### src/rtl/core/slfp_pkg.sv
// ----------------------------------------------------------------------------
// slfp_pkg: shared types and constants of the sync/length frame parser
// Holds the sync bytes, the phase encoding and the result record that
// travels from the parser to the output register.
// ----------------------------------------------------------------------------
package slfp_pkg;

   localparam logic [7:0]  SYNC_FIRST        = 8'h0A;
   localparam logic [7:0]  SYNC_SECOND       = 8'hEE;
   localparam logic [15:0] MAX_PAYLOAD_RESET = 16'd4096;
   localparam logic [1:0]  HDR_LAST_BYTE     = 2'd3;

   // one-hot parse phases
   typedef enum logic [4:0] {
      PH_HUNT0   = 5'b00001,
      PH_HUNT1   = 5'b00010,
      PH_CMD     = 5'b00100,
      PH_LEN     = 5'b01000,
      PH_PAYLOAD = 5'b10000
   } phase_type;

   typedef struct packed {
      logic [31:0] frame_cmd;
      logic [7:0]  payload_byte;
      logic        byte_valid;
      logic        frame_last;
      logic        length_error;
   } result_type;

endpackage

### src/rtl/core/slfp_parser.sv
// ----------------------------------------------------------------------------
// slfp_parser: framing state machine
// Hunts for the sync pair, collects the command and length words, counts
// payload bytes and forms one result record for each beat that makes one.
// ----------------------------------------------------------------------------
module slfp_parser
   import slfp_pkg::*;
(
   input  logic        clock,
   input  logic        reset,
   input  logic        beat,
   input  logic [7:0]  rx_byte,
   input  logic [15:0] max_len,
   output logic        res_valid,
   output result_type  res
);

   phase_type   phase_ff, phase_in;
   logic [1:0]  count_ff, count_in;
   logic [31:0] cmd_ff, cmd_in;
   logic [31:0] len_ff, len_in;
   logic [15:0] rem_ff, rem_in;
   logic [31:0] len_full;

   assign len_full = {len_ff[23:0], rx_byte};

   always_comb begin
      phase_in  = phase_ff;
      count_in  = count_ff;
      cmd_in    = cmd_ff;
      len_in    = len_ff;
      rem_in    = rem_ff;
      res_valid = 1'b0;
      res       = '{frame_cmd: cmd_ff, payload_byte: 8'd0, byte_valid: 1'b0,
                    frame_last: 1'b0, length_error: 1'b0};
      if (beat) begin
         unique case (phase_ff)
            PH_HUNT0: begin
               if (rx_byte == SYNC_FIRST) phase_in = PH_HUNT1;
            end
            PH_HUNT1: begin
               if (rx_byte == SYNC_SECOND) begin
                  phase_in = PH_CMD;
                  count_in = 2'd0;
                  cmd_in   = 32'd0;
               end else if (rx_byte != SYNC_FIRST) begin
                  phase_in = PH_HUNT0;
               end
            end
            PH_CMD: begin
               cmd_in = {cmd_ff[23:0], rx_byte};
               if (count_ff == HDR_LAST_BYTE) begin
                  count_in = 2'd0;
                  len_in   = 32'd0;
                  phase_in = PH_LEN;
               end else begin
                  count_in = count_ff + 2'd1;
               end
            end
            PH_LEN: begin
               len_in = len_full;
               if (count_ff != HDR_LAST_BYTE) begin
                  count_in = count_ff + 2'd1;
               end else begin
                  count_in = 2'd0;
                  if (len_full > {16'd0, max_len}) begin
                     phase_in         = PH_HUNT0;
                     res_valid        = 1'b1;
                     res.frame_last   = 1'b1;
                     res.length_error = 1'b1;
                  end else if (len_full == 32'd0) begin
                     phase_in       = PH_HUNT0;
                     res_valid      = 1'b1;
                     res.frame_last = 1'b1;
                  end else begin
                     rem_in   = len_full[15:0];
                     phase_in = PH_PAYLOAD;
                  end
               end
            end
            PH_PAYLOAD: begin
               rem_in           = rem_ff - 16'd1;
               res_valid        = 1'b1;
               res.payload_byte = rx_byte;
               res.byte_valid   = 1'b1;
               res.frame_last   = (rem_ff == 16'd1);
               if (rem_ff == 16'd1) phase_in = PH_HUNT0;
            end
            default: begin
               phase_in = PH_HUNT0;
            end
         endcase
      end
   end

   always_ff @(posedge clock) begin
      if (reset) begin
         phase_ff <= PH_HUNT0;
         count_ff <= 2'd0;
         cmd_ff   <= 32'd0;
         len_ff   <= 32'd0;
         rem_ff   <= 16'd0;
      end else begin
         phase_ff <= phase_in;
         count_ff <= count_in;
         cmd_ff   <= cmd_in;
         len_ff   <= len_in;
         rem_ff   <= rem_in;
      end
   end

endmodule

### src/rtl/core/slfp_out_reg.sv
// ----------------------------------------------------------------------------
// slfp_out_reg: result register
// Holds one result beat toward the receiver; takes a new one in the cycle
// the held beat leaves.
// ----------------------------------------------------------------------------
module slfp_out_reg
   import slfp_pkg::*;
(
   input  logic       clock,
   input  logic       reset,
   input  logic       in_valid,
   input  result_type in_data,
   output logic       in_ready,
   output logic       out_valid,
   input  logic       out_ready,
   output result_type out_data
);

   logic       valid_ff;
   result_type data_ff;

   assign in_ready  = !valid_ff || out_ready;
   assign out_valid = valid_ff;
   assign out_data  = data_ff;

   always_ff @(posedge clock) begin
      if (reset) begin
         valid_ff <= 1'b0;
      end else if (in_ready) begin
         valid_ff <= in_valid;
      end
   end

   always_ff @(posedge clock) begin
      if (in_ready && in_valid) begin
         data_ff <= in_data;
      end
   end

endmodule

### src/rtl/core/sync_length_frame_parser.sv
// ----------------------------------------------------------------------------
// sync_length_frame_parser: byte-stream deframer
// Finds sync pair 0x0A 0xEE, reads a command and a length word, and forwards
// the payload bytes tagged with the command.
// ----------------------------------------------------------------------------
// Usage:
//   req_*  : one received byte per beat (req_rx_byte).
//   rsp_*  : at most one result beat per request beat: a payload byte with
//            its frame command, an empty-frame marker, or a length error.
//            rsp_frame_last marks the final beat of a frame.
//   csr_*  : write of max_payload_len; always ready, write only while idle.
// Timing: a result beat is registered and appears in the cycle after the
//   request beat that caused it. Throughput: one byte per clock when not
//   stalled, set by the single parse stage and one-entry result register.
// Header bytes give no beat unless they end an empty or oversized frame.
// Reset: hunting for the first sync byte, max_payload_len = 4096, result
//   register empty.
// Stall: while a result is held and rsp_ready is low, req_ready drops and
//   the parser state holds; nothing is lost.
// ----------------------------------------------------------------------------
module sync_length_frame_parser
   import slfp_pkg::*;
(
   input  logic        clock,
   input  logic        reset,
   input  logic        req_valid,
   output logic        req_ready,
   input  logic [7:0]  req_rx_byte,
   output logic        rsp_valid,
   input  logic        rsp_ready,
   output logic [31:0] rsp_frame_cmd,
   output logic [7:0]  rsp_payload_byte,
   output logic        rsp_byte_valid,
   output logic        rsp_frame_last,
   output logic        rsp_length_error,
   input  logic        csr_valid,
   output logic        csr_ready,
   input  logic [15:0] csr_max_payload_len
);

   logic [15:0] max_len_ff;
   logic        beat;
   logic        res_valid;
   result_type  res;
   result_type  out_data;
   logic        stage_ready;

   // config register: accepted every cycle
   assign csr_ready = 1'b1;

   always_ff @(posedge clock) begin
      if (reset) begin
         max_len_ff <= MAX_PAYLOAD_RESET;
      end else if (csr_valid) begin
         max_len_ff <= csr_max_payload_len;
      end
   end

   // advance the parser only when the result register can take a beat
   assign req_ready = stage_ready;
   assign beat      = req_valid && stage_ready;

   slfp_parser u_parser (
      .clock     (clock),
      .reset     (reset),
      .beat      (beat),
      .rx_byte   (req_rx_byte),
      .max_len   (max_len_ff),
      .res_valid (res_valid),
      .res       (res)
   );

   slfp_out_reg u_out_reg (
      .clock     (clock),
      .reset     (reset),
      .in_valid  (res_valid),
      .in_data   (res),
      .in_ready  (stage_ready),
      .out_valid (rsp_valid),
      .out_ready (rsp_ready),
      .out_data  (out_data)
   );

   assign rsp_frame_cmd    = out_data.frame_cmd;
   assign rsp_payload_byte = out_data.payload_byte;
   assign rsp_byte_valid   = out_data.byte_valid;
   assign rsp_frame_last   = out_data.frame_last;
   assign rsp_length_error = out_data.length_error;

endmodule

### config.mk
export PLATFORM = sky130hd
export DESIGN_NAME = sync_length_frame_parser
export DESIGN_NICKNAME = d
export VERILOG_FILES = /design/src/rtl/core/slfp_pkg.sv /design/src/rtl/core/slfp_parser.sv /design/src/rtl/core/slfp_out_reg.sv /design/src/rtl/core/sync_length_frame_parser.sv
export SDC_FILE = /design/constraint.sdc
export NUM_CORES = 1
export LEC_CHECK = 0
export ABC_AREA = 1
export BUFFER_PORTS_ARGS = -buffer_cell sky130_fd_sc_hd__buf_2
export CAP_MARGIN = 5
export CORE_MARGIN = 10
export CORE_UTILIZATION = 53
export CTS_CLUSTER_SIZE = 14
export DETAILED_ROUTE_END_ITERATION = 8
export HOLD_SLACK_MARGIN = 0.12
export PLACE_DENSITY = 0.88
export SETUP_SLACK_MARGIN = 0.02
export SYNTH_ARGS = -nofsm -noshare
export SYNTH_HDL_FRONTEND = slang
export SYNTH_HIERARCHICAL = 1
export SYNTH_SLANG_ARGS = --single-unit
export TNS_END_PERCENT = 5
### constraint.sdc
create_clock -name clock -period 4.73 [get_ports clock]
set_input_delay 0.946 -clock clock [delete_from_list [all_inputs] [get_ports clock]]
set_output_delay 0.946 -clock clock [all_outputs]
set_load 0.1 [all_outputs]
==> results by group <==
Run status
  • Status: completed

Clocking
  • Clk sinks: approximately 140
  • Skew-Pair Late Insertion Delay: 0.43 ns
  • Setup bufs post-CTS: 0
  • Longest Clk Path Bufs: 2
  • CTS clk-pin slew, worst paths: 0.06 ns
  • CTS tree: yes
  • CTS buffer count: 17
  • CTS Root Cell: clkbuf_16
  • H-tree depth: 4
  • Hold-fix buffer count after cts: 0
  • Post-CTS Resized: 0

Power
  • Lkg Pwr: 0.003198 uW
  • VDD IR max: about 280 uV
  • PD cells: about 420 mW/mm^2

Layout
  • Commonest non-fill, non-tap cells in the layout: nand2_1, nor2_1, dfxtp_1, inv_1, buf_2
  • Filler Cell Count: 917
  • Nets: 921
  • Area growth syn-to-layout: 15.11%
  • Post-route insts no fill: a little over 1,000
  • FF/Latch Area: ~0.0032 mm^2
  • N_diodes: 0
  • Most common cell after layout, fill and taps aside: nand2_1
  • Multi-input gate area: between 0.002 and 0.003 mm^2
  • Layout cells sized above 1: approximately 15%

Synth
  • Post-synth EDFFs: 43
  • Yosys reg bits: 139
  • Post-synthesis instance total: slightly above 800
  • Synth Net Count: about 860
  • Synth unique cells: 37
  • Post-Syn Area: about 0.0063 mm^2
  • Register area share after synthesis: between 50% and 60%
  • Synth Flop Type: dfxtp_1
  • Post-synth ARST share: 0%
  • Ys Warns: 6
  • Syn Area/Cell: between 7 and 8 um^2

Die
  • Ports: 75
  • Die Footprint: 0.01673 mm^2
  • # rows: 39
  • Core ar.: about 0.012 mm^2
  • Initial Util: between 50 and 60%
  • Die height: 129.3 um
  • Die Width: roughly 130 um

Drt
  • 1st-iter DRT viols: roughly 560
  • DR pass1 iterations: 5
  • DRT Wirelength: approximately 15,000 um
  • Routed Antenna Nets: 0
  • Via count: 5,537
  • Routed vias/inst: between 5 and 6
  • Drt wl/cell: roughly 15 um
  • DRC viols: 0

Global route
  • First-pass GRT wire length: 24,670 um
  • Largest net degree at the start of global routing: 62
  • Initial antenna violation count: 0
  • Total global routing overflow: 0
  • Vias in the first global route: 5,201
  • GRT Util Overall: 18.33%

Timing
  • Max Slew Vio Count: 0
  • Hold Fails Final Rpt: 0
  • Slew headroom: 40.42%
  • Final period demand of the worst path: roughly 3.0 ns
  • Tightest Pin Transition: 0.8912 ns
  • F_max: approximately 330 MHz
  • Unrepaired setup endpoints after global routing: no
  • Final Skew: slightly above 0.008 ns
  • Final worst-path cycle share: around 64%
  • Post-route setup TNS: 0 ns
  • Setup Viol. Count Final: 0

Flow run
  • Max cap viols: 0

Critical path
  • R2r setup slk: roughly 1.7 ns
  • CP Data Required Time: 4.79 ns
  • Crit Reg-Reg Startpoint: u_parser/phase_ff[0]
  • Worst-path fanout max: between 40 and 50
  • Startpoint Class: input pin
  • WS Path Type: in -> reg
  • Critical Path Start: req_rx_byte[7]
  • CP endpoint kind: register
  • Crit path DAT: roughly 3.1 ns

Worst hold path
  • Hold Crit Class: reg -> reg
  • Worst Hold Launch: u_parser/cmd_ff[24]

Placed design
  • Routability Congestion: 0.9358
  • Port buffer count: 73
  • HPWL Detailed: 10,090 um
  • Cell Count Post-Placement: around 1,000
final cells by class:
class	instances	share of cell area, %
Tap cell	143	2.453
Clock inverter	14	1.836
Clock buffer	18	5.884
Sequential cell	139	44.06
Inverter	91	4.683
Timing Repair Buffer	77	5.421
Multi-Input combinational cell	547	35.67
logic make-up after synthesis:
logic type	Yosys count	synth area share, %
xor+xnor	8	1.106
buf+inv	121	8.412
flops	139	50.71
simple gates	420	27.76
fa+ha+maj	19	3.752
other cells	1	0.05918
compound gates	98	8.037
mux	1	0.1580
Yosys cell counts, drive strengths merged, types with 3 or more instances:
cell | n | area share [%]
nand3 | 31 | 2.5
buf | 20 | 2.4
dfxtp | 96 | 30
inv | 89 | 5.3
o21ai | 20 | 1.6
clkbuf | 10 | 0.59
a21oi | 71 | 5.7
xnor2 | 3 | 0.41
nand2 | 249 | 15
nand4 | 14 | 1.6
o22ai | 4 | 0.39
nor2 | 116 | 7.5
ha | 19 | 3.8
edfxtp | 43 | 20
nand3b | 3 | 0.36
nor3 | 4 | 0.32
xor2 | 5 | 0.69
final timing paths:
check | to | cells past startpoint
setup / recovery | u_out_reg/out_data[31] | 15
hold / removal | u_out_reg/out_data[35] | 0
setup reg to reg | u_out_reg/out_data[31] | 8
hold reg to reg | u_out_reg/out_data[35] | 0
flip-flops by register name, summed over array words and instances (netlist names):
register	flops
u_out_reg/out_data	43
u_parser/cmd_ff	32
u_parser/len_ff	24
max_len_ff	16
u_parser/rem_ff	16
u_parser/phase_ff	5
u_parser/count_ff	2
u_out_reg/out_valid	1
power by group:
part,internal (uW),switching (uW)
sequential,1270,34.5
clock,733,538
combinational,139,339
total,2150,912
per-layer routing:
metal | GRT usage [%] | share of wire [%] | vias to the layer above | wire length, um
met5 | 0 | 0 | - | 0
met3 | 4.853 | 8.0 | 51 | 1204
met2 | 30.74 | 49 | 254 | 7356
met1 | 21.05 | 40 | 2535 | 6062
met4 | 9.833 | 3.1 | 0 | 462
li1 | - | - | 2697 | -
stage by stage:
stage | setup WS [ns] | cell area (um^2) | power (uW) | hold WS (ns) | util [%]
3_5_place_dp | 1.285 | 6730 | 1801 | 0.4168 | 58.20
4_1_cts | 1.714 | 7293 | 3059 | 0.4326 | 63.06
2_1_floorplan | 0.8912 | 6340 | 1712 | 0.4086 | -
3_3_place_gp | 1.432 | 6730 | 1793 | 0.4139 | 58.20
6_report | 1.690 | 7293 | 3057 | 0.4327 | 63.06
5_1_grt | 1.495 | 7293 | 3180 | 0.4489 | 63.06
worst max-delay path, cell delays in order:
cell,delay [ns]
buf_2,0.16
ha_1,0.31
nand2_1,0.05
inv_1,0.08
nand3_1,0.09
nor2_1,0.16
nand2_1,0.09
nand3_1,0.09
nand2_1,0.08
nand3_1,0.10
nand2_1,0.08
o21ai_0,0.16
inv_1,0.11
a21oi_4,0.11
buf_4,0.48
Note: power is estimated with default switching activity, not from simulation.
